**config.mk**
```make
export PLATFORM = sky130hd
export DESIGN_NAME = ycbcr_to_rgb_frame_writer
export DESIGN_NICKNAME = d
export VERILOG_FILES = /design/src/ycr_pkg.sv /design/src/ycr_addr_gen.sv /design/src/ycr_color_conv.sv /design/src/ycbcr_to_rgb_frame_writer.sv
export VERILOG_INCLUDE_DIRS = /design/src /design/src/src
export SDC_FILE = /design/constraint.sdc
export NUM_CORES = 1
export LEC_CHECK = 0
export ABC_CLOCK_PERIOD_IN_PS = 14100
export BUFFER_PORTS_ARGS = -buffer_cell sky130_fd_sc_hd__buf_2
export CAP_MARGIN = 20
export CORE_MARGIN = 2
export CORE_UTILIZATION = 55
export CTS_BUF_LIST = sky130_fd_sc_hd__clkbuf_4 sky130_fd_sc_hd__clkbuf_8
export DETAILED_ROUTE_END_ITERATION = 8
export PLACE_DENSITY = 0.77
export SLEW_MARGIN = 20
export SYNTH_ARGS = -nofsm -noshare
export SYNTH_HDL_FRONTEND = slang
export SYNTH_SLANG_ARGS = --single-unit
export TNS_END_PERCENT = 100
```
**constraint.sdc**
```tcl
create_clock -name clk -period 14.1 [get_ports clk]
set_input_delay 1.41 -clock clk [delete_from_list [all_inputs] [get_ports clk]]
set_output_delay 1.41 -clock clk [all_outputs]
set_load 0.02 [all_outputs]
```
**src/ycbcr_to_rgb_frame_writer_defines.svh**
```systemverilog
// ----------------------------------------------------------------------------
// ycbcr_to_rgb_frame_writer_defines
// assertion macros shared by ycr_addr_gen and ycbcr_to_rgb_frame_writer
// ----------------------------------------------------------------------------
`ifndef YCBCR_TO_RGB_FRAME_WRITER_DEFINES_SVH
`define YCBCR_TO_RGB_FRAME_WRITER_DEFINES_SVH

// checked only out of reset
`define YCR_ASSERT(lbl, prop, msg) \
  lbl: assert property (@(posedge clk) disable iff (!rst_n) prop) else $error(msg);

// checked on every edge, reset included
`define YCR_ASSERT_ALWAYS(lbl, prop, msg) \
  lbl: assert property (@(posedge clk) prop) else $error(msg);

`endif

```
**src/ycr_pkg.sv**
```systemverilog
// ----------------------------------------------------------------------------
// ycr_pkg
// shared constants, types and helpers of the ycbcr to rgb frame writer
// ----------------------------------------------------------------------------
package ycr_pkg;

  localparam int MaxWidth  = 4096;
  localparam int MaxHeight = 4096;

  localparam int DimW   = 13;
  localparam int CntW   = 12;
  localparam int AddrW  = 26;
  localparam int PitchW = 14;
  localparam int SumW   = 22;

  localparam logic [DimW-1:0] WidthReset  = 13'd640;
  localparam logic [DimW-1:0] HeightReset = 13'd480;

  localparam logic FmtRgb24  = 1'b0;
  localparam logic FmtRgb565 = 1'b1;

  typedef enum logic [1:0] {
    CFG_FRAME_WIDTH  = 2'd0,
    CFG_FRAME_HEIGHT = 2'd1,
    CFG_OUT_FORMAT   = 2'd2
  } cfg_reg_t;

  localparam logic signed [SumW-1:0] CoefY  = 22'sd1192;
  localparam logic signed [SumW-1:0] CoefBu = 22'sd2066;
  localparam logic signed [SumW-1:0] CoefGu = 22'sd389;
  localparam logic signed [SumW-1:0] CoefGv = 22'sd833;
  localparam logic signed [SumW-1:0] CoefRv = 22'sd1187;

  localparam logic [15:0] Mask565R = 16'hF800;
  localparam logic [15:0] Mask565G = 16'h07E0;
  localparam logic [15:0] Mask565B = 16'h001F;
  localparam logic [PitchW-1:0] PitchRound = 14'h3;

  typedef struct packed {
    logic [AddrW-1:0] addr;
    logic             last;
  } ycr_pos_t;

  function automatic logic [DimW-1:0] clamp_dim(input logic [DimW-1:0] v,
                                                input logic [DimW-1:0] maxv);
    logic [DimW-1:0] r;
    if (v == '0) begin
      r = DimW'(1);
    end else if (v > maxv) begin
      r = maxv;
    end else begin
      r = v;
    end
    return r;
  endfunction

  function automatic logic [7:0] to_byte(input logic signed [SumW-1:0] s);
    logic [7:0] r;
    if (s <= 0) begin
      r = 8'd0;
    end else if (|s[SumW-2:18]) begin
      r = 8'd255;
    end else begin
      r = s[17:10];
    end
    return r;
  endfunction

endpackage

```
**src/ycr_addr_gen.sv**
```systemverilog
// ----------------------------------------------------------------------------
// ycr_addr_gen
// raster position counters and bottom-up padded frame byte address
// ----------------------------------------------------------------------------
`include "ycbcr_to_rgb_frame_writer_defines.svh"

module ycr_addr_gen (
  input  logic                        clk,
  input  logic                        rst_n,
  input  logic                        accept,
  input  logic [ycr_pkg::DimW-1:0]    frame_width,
  input  logic [ycr_pkg::DimW-1:0]    frame_height,
  input  logic                        out_format,
  output ycr_pkg::ycr_pos_t           pos
);

  logic [ycr_pkg::CntW-1:0]   col_r, col_nxt;
  logic [ycr_pkg::CntW-1:0]   row_r, row_nxt;
  logic [ycr_pkg::AddrW-1:0]  base_r, base_nxt;

  logic [ycr_pkg::DimW-1:0]   w_eff, h_eff, w_m1_full, h_m1_full;
  logic [ycr_pkg::CntW-1:0]   w_m1, h_m1;
  logic [ycr_pkg::PitchW-1:0] w_bytes, pitch_raw, pitch, col_off;
  logic [ycr_pkg::AddrW-1:0]  frame_base, base_cur;
  logic                       first_pix, line_end, frame_end;

  always_comb begin
    w_eff     = ycr_pkg::clamp_dim(frame_width, ycr_pkg::DimW'(ycr_pkg::MaxWidth));
    h_eff     = ycr_pkg::clamp_dim(frame_height, ycr_pkg::DimW'(ycr_pkg::MaxHeight));
    w_m1_full = w_eff - ycr_pkg::DimW'(1);
    h_m1_full = h_eff - ycr_pkg::DimW'(1);
    w_m1      = w_m1_full[ycr_pkg::CntW-1:0];
    h_m1      = h_m1_full[ycr_pkg::CntW-1:0];

    w_bytes = {w_eff, 1'b0} + ((out_format == ycr_pkg::FmtRgb565) ?
              ycr_pkg::PitchW'(0) : ycr_pkg::PitchW'(w_eff));
    pitch_raw = w_bytes + ycr_pkg::PitchRound;
    pitch     = pitch_raw & ~ycr_pkg::PitchRound;
    frame_base = ycr_pkg::AddrW'(h_m1) * ycr_pkg::AddrW'(pitch);

    first_pix = (col_r == '0) && (row_r == '0);
    base_cur  = first_pix ? frame_base : base_r;
    col_off   = ycr_pkg::PitchW'({col_r, 1'b0}) + ((out_format == ycr_pkg::FmtRgb565) ?
                ycr_pkg::PitchW'(0) : ycr_pkg::PitchW'(col_r));

    line_end  = (col_r >= w_m1);
    frame_end = (row_r >= h_m1);

    pos.addr = base_cur + ycr_pkg::AddrW'(col_off);
    pos.last = line_end && frame_end;

    col_nxt  = col_r;
    row_nxt  = row_r;
    base_nxt = base_r;
    if (accept) begin
      if (line_end) begin
        col_nxt  = '0;
        row_nxt  = frame_end ? '0 : row_r + ycr_pkg::CntW'(1);
        base_nxt = base_cur - ycr_pkg::AddrW'(pitch);
      end else begin
        col_nxt  = col_r + ycr_pkg::CntW'(1);
        base_nxt = base_cur;
      end
    end
  end

  always_ff @(posedge clk) begin
    if (!rst_n) begin
      col_r  <= '0;
      row_r  <= '0;
      base_r <= '0;
    end else begin
      col_r  <= col_nxt;
      row_r  <= row_nxt;
      base_r <= base_nxt;
    end
  end

  `YCR_ASSERT(a_last_wraps, accept && pos.last |=> (col_r == '0) && (row_r == '0), "last pixel did not restart the frame")
  `YCR_ASSERT(a_col_steps, accept && !line_end |=> col_r == $past(col_r) + ycr_pkg::CntW'(1), "column did not advance")
  `YCR_ASSERT(a_idle_holds, !accept |=> $stable(col_r) && $stable(row_r), "position moved without a transaction")

endmodule

```
**src/ycr_color_conv.sv**
```systemverilog
// ----------------------------------------------------------------------------
// ycr_color_conv
// fixed-point color conversion and rgb24 / rgb565 packing
// ----------------------------------------------------------------------------
module ycr_color_conv (
  input  logic [7:0]  luma,
  input  logic [7:0]  chroma_blue,
  input  logic [7:0]  chroma_red,
  input  logic        out_format,
  output logic [23:0] pixel_value
);

  logic signed [ycr_pkg::SumW-1:0] y_s, u_s, v_s, ys;
  logic signed [ycr_pkg::SumW-1:0] sum_b, sum_g, sum_r;
  logic [7:0]                      b, g, r;
  logic [15:0]                     pix565;

  always_comb begin
    y_s = $signed({14'd0, luma}) - 22'sd16;
    u_s = $signed({14'd0, chroma_blue}) - 22'sd128;
    v_s = $signed({14'd0, chroma_red}) - 22'sd128;
    ys  = ycr_pkg::CoefY * y_s;

    sum_b = ys + ycr_pkg::CoefBu * u_s;
    sum_g = ys - ycr_pkg::CoefGu * u_s - ycr_pkg::CoefGv * v_s;
    sum_r = ys + ycr_pkg::CoefRv * v_s;

    b = ycr_pkg::to_byte(sum_b);
    g = ycr_pkg::to_byte(sum_g);
    r = ycr_pkg::to_byte(sum_r);

    pix565 = (16'(b >> 3) & ycr_pkg::Mask565B) |
             ((16'(g) << 3) & ycr_pkg::Mask565G) |
             ((16'(r) << 8) & ycr_pkg::Mask565R);

    if (out_format == ycr_pkg::FmtRgb565) begin
      pixel_value = {8'd0, pix565};
    end else begin
      pixel_value = {r, g, b};
    end
  end

endmodule

```
**src/ycbcr_to_rgb_frame_writer.sv**
```systemverilog
// ----------------------------------------------------------------------------
// ycbcr_to_rgb_frame_writer
// ycbcr pixel stream to rgb24 / rgb565 pixels with bottom-up frame addresses
// ----------------------------------------------------------------------------
//  channel | direction | handshake          | payload
//  in_     | input     | in_valid/in_stall  | luma, chroma_blue, chroma_red
//  out_    | output    | out_valid/out_stall| pixel_value, byte_address, last_pixel
//  cfg_    | input     | cfg_valid/cfg_ready| cfg_index, cfg_data
//
//  one transaction per clock sustained while out_stall stays low
//  stage 1 holds the pixel and its address, stage 2 the converted result
//  in_stall rises only when both stages are full and out_stall is high
//  reset clears valids, position counters and loads register defaults
//  cfg_ready is always high
// ----------------------------------------------------------------------------
`include "ycbcr_to_rgb_frame_writer_defines.svh"

module ycbcr_to_rgb_frame_writer (
  input  logic                     clk,
  input  logic                     rst_n,
  input  logic                     in_valid,
  output logic                     in_stall,
  input  logic [7:0]               in_luma,
  input  logic [7:0]               in_chroma_blue,
  input  logic [7:0]               in_chroma_red,
  output logic                     out_valid,
  input  logic                     out_stall,
  output logic [23:0]              out_pixel_value,
  output logic [ycr_pkg::AddrW-1:0] out_byte_address,
  output logic                     out_last_pixel,
  input  logic                     cfg_valid,
  output logic                     cfg_ready,
  input  logic [1:0]               cfg_index,
  input  logic [ycr_pkg::DimW-1:0] cfg_data
);

  logic [ycr_pkg::DimW-1:0] width_r, height_r;
  logic                     format_r;

  logic                     s1_valid_r, s1_valid_nxt;
  logic [7:0]               s1_luma_r, s1_cb_r, s1_cr_r;
  logic                     s1_format_r;
  ycr_pkg::ycr_pos_t        s1_pos_r;

  logic                     out_valid_r, out_valid_nxt;
  logic [23:0]              out_pixel_r;
  logic [ycr_pkg::AddrW-1:0] out_addr_r;
  logic                     out_last_r;

  logic                     in_accept, out_free, s1_move;
  ycr_pkg::ycr_pos_t        pos;
  logic [23:0]              pixel;

  assign cfg_ready = 1'b1;

  always_ff @(posedge clk) begin
    if (!rst_n) begin
      width_r  <= ycr_pkg::WidthReset;
      height_r <= ycr_pkg::HeightReset;
      format_r <= ycr_pkg::FmtRgb24;
    end else if (cfg_valid && cfg_ready) begin
      case (cfg_index)
        ycr_pkg::CFG_FRAME_WIDTH:  width_r  <= cfg_data;
        ycr_pkg::CFG_FRAME_HEIGHT: height_r <= cfg_data;
        ycr_pkg::CFG_OUT_FORMAT:   format_r <= cfg_data[0];
        default: ;
      endcase
    end
  end

  always_comb begin
    out_free      = !out_valid_r || !out_stall;
    s1_move       = s1_valid_r && out_free;
    in_stall      = s1_valid_r && !out_free;
    in_accept     = in_valid && !in_stall;
    s1_valid_nxt  = in_accept || (s1_valid_r && !out_free);
    out_valid_nxt = out_free ? s1_valid_r : out_valid_r;
  end

  ycr_addr_gen u_addr_gen (
    .clk          (clk),
    .rst_n        (rst_n),
    .accept       (in_accept),
    .frame_width  (width_r),
    .frame_height (height_r),
    .out_format   (format_r),
    .pos          (pos)
  );

  ycr_color_conv u_color_conv (
    .luma        (s1_luma_r),
    .chroma_blue (s1_cb_r),
    .chroma_red  (s1_cr_r),
    .out_format  (s1_format_r),
    .pixel_value (pixel)
  );

  always_ff @(posedge clk) begin
    if (!rst_n) begin
      s1_valid_r  <= 1'b0;
      out_valid_r <= 1'b0;
    end else begin
      s1_valid_r  <= s1_valid_nxt;
      out_valid_r <= out_valid_nxt;
    end
  end

  always_ff @(posedge clk) begin
    if (in_accept) begin
      s1_luma_r   <= in_luma;
      s1_cb_r     <= in_chroma_blue;
      s1_cr_r     <= in_chroma_red;
      s1_format_r <= format_r;
      s1_pos_r    <= pos;
    end
    if (s1_move) begin
      out_pixel_r <= pixel;
      out_addr_r  <= s1_pos_r.addr;
      out_last_r  <= s1_pos_r.last;
    end
  end

  assign out_valid        = out_valid_r;
  assign out_pixel_value  = out_pixel_r;
  assign out_byte_address = out_addr_r;
  assign out_last_pixel   = out_last_r;

  `YCR_ASSERT_ALWAYS(a_reset_clears, !rst_n |=> !s1_valid_r && !out_valid_r, "valids not cleared by reset")
  `YCR_ASSERT(a_stall_needs_full, in_stall |-> s1_valid_r && out_valid_r, "input stalled with room in the pipeline")
  `YCR_ASSERT(a_s1_moves_out, s1_move |=> out_valid_r, "stage 1 transaction lost on its way out")
  `YCR_ASSERT(a_no_invented, !s1_valid_r && out_free |=> !out_valid_r, "result appeared without a transaction")

endmodule

```
==> results of run 1 <==
sequential cells by signal, summed over array words and instances, names as in the netlist:
name               flops
out_byte_address      26
s1_pos_r              27
u_addr_gen.col_r      12
out_pixel_value       24
u_addr_gen.row_r      12
s1_valid_r             1
u_addr_gen.base_r     26
s1_cb_r                8
s1_cr_r                8
out_last_pixel         1
out_valid              1
width_r               13
s1_format_r            1
s1_luma_r              8
format_r               1
height_r              13
per-layer routing:
| layer | global-route usage | vias up |
|---|---|---|
| met1 | 0.328 | 9116 |
| li1 | - | 9132 |
| met3 | 0.0362 | 130 |
| met5 | 0 | - |
| met2 | 0.487 | 511 |
| met4 | 0.126 | 0 |
cells in the final DEF (no fill, tap or decap), drive strengths merged, types with 46 or more instances in the layout:
cell type	n
inv	450
ha	441
nor2	228
xnor2	112
edfxtp	103
dfxtp	79
buf	111
a21oi	131
nand2	247
o21ai	84
nor2b	46
xor2	62
fa	198
cell type report:
cell class	instances	area (µm²)	area share
flip-flops and latches	182	4670	0.182
inverters	446	1680	0.0653
repair buffers	111	593	0.0231
multi-input cells	2009	17600	0.684
clock buffers	17	234	0.00911
well taps	585	732	0.0285
clock inverters	15	216	0.00843
worst min-delay path by stage:
| stage | start | endpoint | slack, ps | depth (start not counted) |
|---|---|---|---|---|
| CTS | s1_pos_r[6] | out_byte_address[5] | 410 | 0 |
| floorplan | s1_pos_r[1] | out_byte_address[0] | 400 | 0 |
| finish | s1_pos_r[6] | out_byte_address[5] | 410 | 0 |
| global route | s1_pos_r[6] | out_byte_address[5] | 410 | 0 |
| detailed placement | s1_pos_r[13] | out_byte_address[12] | 400 | 0 |
| global placement | s1_pos_r[2] | out_byte_address[1] | 400 | 0 |
worst reg2reg max path, delay by kind of cell (launching register included):
family	cells	cell delay, ps
AOI/OAI and AO/OA	15	3890
xor gates and xnor gates	2	600
adders and majority gates	8	3620
buffers and inverters	3	140
DFF	1	410
and+or+nand+nor	8	1790
metrics by stage:
| stage | area (µm²) | std cells | setup slack, ps | hold slack, ps |
|---|---|---|---|---|
| after floorplan | 24100 | 2692 | 4580 | 400 |
| after global placement | 25200 | 3333 | 3790 | 404 |
| after detailed placement | 25200 | 3333 | 3650 | 405 |
| after CTS | 25600 | 3365 | 3610 | 406 |
| after global routing | 25700 | 3365 | 2900 | 415 |
| final | 25700 | 3365 | 3580 | 411 |
logic make-up (layout without fill, tap and decap cells):
group           Yosys count  in the layout  share of synthesized area
simple gates            748            748                      0.147
fa+ha+maj               639            639                      0.394
buf+inv                 501            589                     0.0786
compound gates          428            428                      0.114
flops                   182            182                      0.194
xor+xnor                174            174                     0.0633
mux                      19             19                    0.00827
other cells               1              1                   0.000156
==> flow_summary_export.csv, run 1 <==
group,metric,value,unit
run_status,status,"complete, no violations",
clocking,clock_path_buffers,2,
timing,fin_skew,29.2,ps
setup_path,cp_num_cells,36,
clocking,root_buffer,"clkbuf_8",
timing,worst_pin_slew,1060,ps
clocking,cts_resized,0,
route,drt-initial-drc-count,1088,
global_route,grt_use_total,0.273,
setup_path,worstSetupEndpoint,"u_addr_gen.base_r[25]",
clocking,path_clk_slew,130,ps
finish,area_growth,6.73,%
route,top_layer,"met4",
yosys,yosys.cell_types.count,86,
yosys,synth-edff-count,103,
finish,final_util,0.595,
route,antenna_left,0,
clocking,post_cts_buffers,0,
min_path,hold_class,"reg2reg",
setup_path,cp_common_cell,"fa_1",
setup_path,cpPeakStageDelay,650,ps
yosys,synth_seq_cells,182,
yosys,synth_area_per_cell,8.94,µm²
timing,fmax,95.0,MHz
clocking,hold_buffers,0,
timing,finalHoldViolCount,0,
setup_path,crit_required,14620,ps
global_route,grt_pass1_wl,97800,µm
timing,period_needed,10520,ps
route,drc_errors,0,
placement,dp_hpwl,47500,µm
die,dieWidth,213,µm
finish,diodes,0,
route,drt_first_pass_iters,5,
clocking,h-tree-depth,4,
placement,gp_congestion,0.935,
die,die_h,213,µm
route,wl_met2,28500,µm
die,die_area,0.0454,mm²
yosys,synth_nets,3375,
setup_path,worst_path_dominant_cell_family,"compound AO/OA/AOI/OAI gates",
yosys,synth_area_leaders,"ha_1 (23%), fa_1 (16%), edfxtp_1 (13%)",
yosys,synth_commonest_cells,"ha_1 (441), inv_1 (441), nand2_1 (247)",
timing,setup_viol,0,
clocking,insertion_delay,590,ps
setup_path,reg2reg_depth,36,
route,vias,18900,
setup_path,cp_slowest_cell,"nor4_1",
timing,period_share,0.746,
global_route,grt_max_degree,70,
global_route,grt_pass1_vias,20000,
route,wl,58200,µm
run,drv_cap,0,
yosys,synth.largest_area_cell,"ha_1",
die,initial_utilization,0.557,
setup_path,arrival,11040,ps
finish,final_layout_size_suffix_gt1_frac,0.0680,
yosys,synth_top_area_share,0.229,
setup_path,timing.rr.start,"width_r[3]",
route,wl_met3,2550,µm
setup_path,cp-end-kind,"flop",
yosys,synthFlopType,"edfxtp_1",
yosys,ys_warn_count,0,
clocking,cts_tree,"done",
yosys,syn_area,0.0241,mm²
setup_path,critPathBufInv,3,
yosys,async_flop_share,0,
yosys,synth_cells,2692,
setup_path,critPathKind,"reg2reg",
timing,rsz0062_at_grt,"no",
finish,nets,3450,
yosys,synth_seq_area_share,0.194,
global_route,grt_overflow_total,0,
global_route,antenna_found_initial,0,
clocking,numClockSinks,182,
die,coreArea,0.0432,mm²
setup_path,reg2reg_to,"u_addr_gen.base_r[25]",
die,ios,98,
setup_path,critPathMaxFanout,9,
route,wire_per_inst,17.3,µm
setup_path,setup.worst_path.start,"width_r[3]",
finish,fillers,3755,
timing,slew-limit-headroom,0.292,
setup_path,regToRegSetupSlack,3580,ps
clocking,cts_buffers,17,
placement,io_buffer_count,96,
route,vias_per_cell,5.61,
route,met1_length,24800,µm
setup_path,start_kind,"flop",
die,rows,76,
timing,drv_slew,0,
timing,setup-tns-final,0,ps
Power of run 1 is not shown: default switching activity piles up to over one toggle a cycle in this logic, so the estimate is an artifact.
==> run 2: changes to the inputs <==
--- a/config.mk
+++ b/config.mk
@@ -6,14 +6,14 @@
 export SDC_FILE = /design/constraint.sdc
 export NUM_CORES = 1
 export LEC_CHECK = 0
-export ABC_CLOCK_PERIOD_IN_PS = 14100
+export ABC_CLOCK_PERIOD_IN_PS = 9200
 export BUFFER_PORTS_ARGS = -buffer_cell sky130_fd_sc_hd__buf_2
 export CAP_MARGIN = 20
 export CORE_MARGIN = 2
 export CORE_UTILIZATION = 55
 export CTS_BUF_LIST = sky130_fd_sc_hd__clkbuf_4 sky130_fd_sc_hd__clkbuf_8
 export DETAILED_ROUTE_END_ITERATION = 8
-export PLACE_DENSITY = 0.77
+export PLACE_DENSITY = 0.8
 export SLEW_MARGIN = 20
 export SYNTH_ARGS = -nofsm -noshare
 export SYNTH_HDL_FRONTEND = slang
==> constraint.sdc (replaced) <==
create_clock -name clk -period 9.2 [get_ports clk]
set_input_delay 0.92 -clock clk [delete_from_list [all_inputs] [get_ports clk]]
set_output_delay 0.92 -clock clk [all_outputs]
set_load 0.02 [all_outputs]
==> run 2 against run 1 <==
Compared with the run above: highest routed layer unchanged; flip-flop and latch count unchanged; global-route usage decreased by 0.11 points; first-iteration DRC count increased by 18%; clock skew decreased by 3.0 ps; non-clock buffer count increased by 70; worst hold slack improved by 21 ps; sequential share of layout area decreased by 0.56 points; critical path depth increased by 3; setup slack got worse by 3400 ps; largest cell class unchanged; wire length increased by 1.9%.
==> flow_summary_export.csv, run 2 (synthesized netlist as in run 1, its figures left out) <==
group,metric,value,unit
clocking,cts_tree,"done",
route,drt_first_pass_iters,6,
die,die_h,213,µm
route,wl,59300,µm
global_route,grt_pass1_wl,97600,µm
timing,fmax,111,MHz
global_route,grt_pass1_vias,20200,
placement,io_buffer_count,96,
setup_path,cpPeakStageDelay,530,ps
setup_path,worst_path_dominant_cell_family,"adder cells",
timing,slew-limit-headroom,0.410,
setup_path,critPathMaxFanout,6,
clocking,root_buffer,"clkbuf_8",
route,vias_per_cell,5.68,
clocking,insertion_delay,570,ps
route,drt-initial-drc-count,1280,
setup_path,critPathKind,"reg2reg",
global_route,grt_max_degree,52,
finish,final_layout_size_suffix_gt1_frac,0.108,
finish,fin_area,0.0265,mm²
timing,fin_skew,26.2,ps
finish,final_cells,3435,
finish,nets,3520,
clocking,clock_path_buffers,2,
finish,final_cell_mix,"inv_1 (440), ha_1 (431), nand2_1 (245), nor2_1 (223), fa_1 (197)",
clocking,numClockSinks,182,
die,initial_utilization,0.557,
setup_path,cp-end-kind,"flop",
run,drv_cap,0,
finish,area_growth,10.2,%
route,wire_per_inst,17.3,µm
run_status,status,"complete, no violations",
timing,rsz0062_at_grt,"yes",
route,antenna_left,0,
clocking,hold_buffers,0,
timing,period_share,0.979,
global_route,grt_overflow_total,0,
placement,dp_cells,3387,
clocking,h-tree-depth,4,
clocking,cts_buffers,17,
timing,period_needed,9010,ps
global_route,grt_use_total,0.272,
timing,drv_slew,0,
finish,largest-register,"s1_pos_r",
timing,setup_viol,0,
setup_path,cp_common_cell,"fa_1",
finish,largest_reg_flops,27,
timing,finalHoldViolCount,0,
setup_path,crit_required,9630,ps
die,coreArea,0.0432,mm²
clocking,path_clk_slew,110,ps
route,vias,19500,
setup_path,critPathBufInv,7,
placement,gp_congestion,0.969,
setup_path,start_kind,"flop",
timing,worst_pin_slew,885,ps
global_route,antenna_found_initial,0,
setup_path,cp_slowest_cell,"fa_1",
setup_path,arrival,9440,ps
placement,place_area,0.0256,mm²
min_path,hold_class,"reg2reg",
die,ios,98,
finish,final_common_cell,"inv_1",
die,die_area,0.0454,mm²
die,dieWidth,213,µm
finish,diodes,0,
placement,dp_hpwl,48700,µm
route,drc_errors,0,
die,rows,76,
-- run 2: metrics by stage --
stage / hold WS [ps] / setup slack [ps] / setup TNS [ps] / utilization
after global placement: 405 / 130 / 0 / 0.594
after detailed placement: 406 / -113 / -333 / 0.594
final: 431 / 189 / 0 / 0.614
after global routing: 438 / -244 / -1510 / 0.614
after floorplan: 400 / 13.2 / 0 / -
after CTS: 432 / 27.3 / 0 / 0.604
-- run 2: worst reg2reg max path: cells and delay by family, from the launching register on --
kind / cells / cell delay, ps
buf+inv: 7 / 800
fa+ha+maj: 8 / 3500
xor+xnor: 1 / 120
simple gates: 11 / 2220
compound gates: 12 / 1920
flops: 1 / 340
-- run 2: worst paths after layout --
path / start / to / slack, ps / cells past startpoint
max: width_r[8] / u_addr_gen.base_r[25] / 190 / 39
min: s1_pos_r[0] / out_last_pixel / 430 / 0
max reg2reg: width_r[8] / u_addr_gen.base_r[25] / 190 / 39
min reg2reg: s1_pos_r[0] / out_last_pixel / 430 / 0
-- run 2: layout make-up --
cell class / count / area [µm²]
clock inverters: 15 / 190
inverters: 446 / 1680
clock buffers: 17 / 234
repair buffers: 181 / 1120
well taps: 585 / 732
multi-input cells: 2009 / 17900
fillers: 3625 / 16700
flip-flops and latches: 182 / 4680
-- run 2: timing repair --
item / 4_1_cts / 5_1_grt
endpoints found under the setup margin: 12 / 34
resized for setup: 8 / 58
hold endpoints to repair: 0 / 0
buffers inserted: 0 / 16
pin swaps: 0 / 65
-- run 2: routing by layer --
layer  track usage  share of wire  vias to the layer above
li1              -              -                     9270
met1         0.321           0.41                     9464
met2         0.488           0.50                      610
met3        0.0407          0.051                      154
met4         0.125          0.043                        0
met5             0              0                        -
Power of run 2 is left out for the same reason.
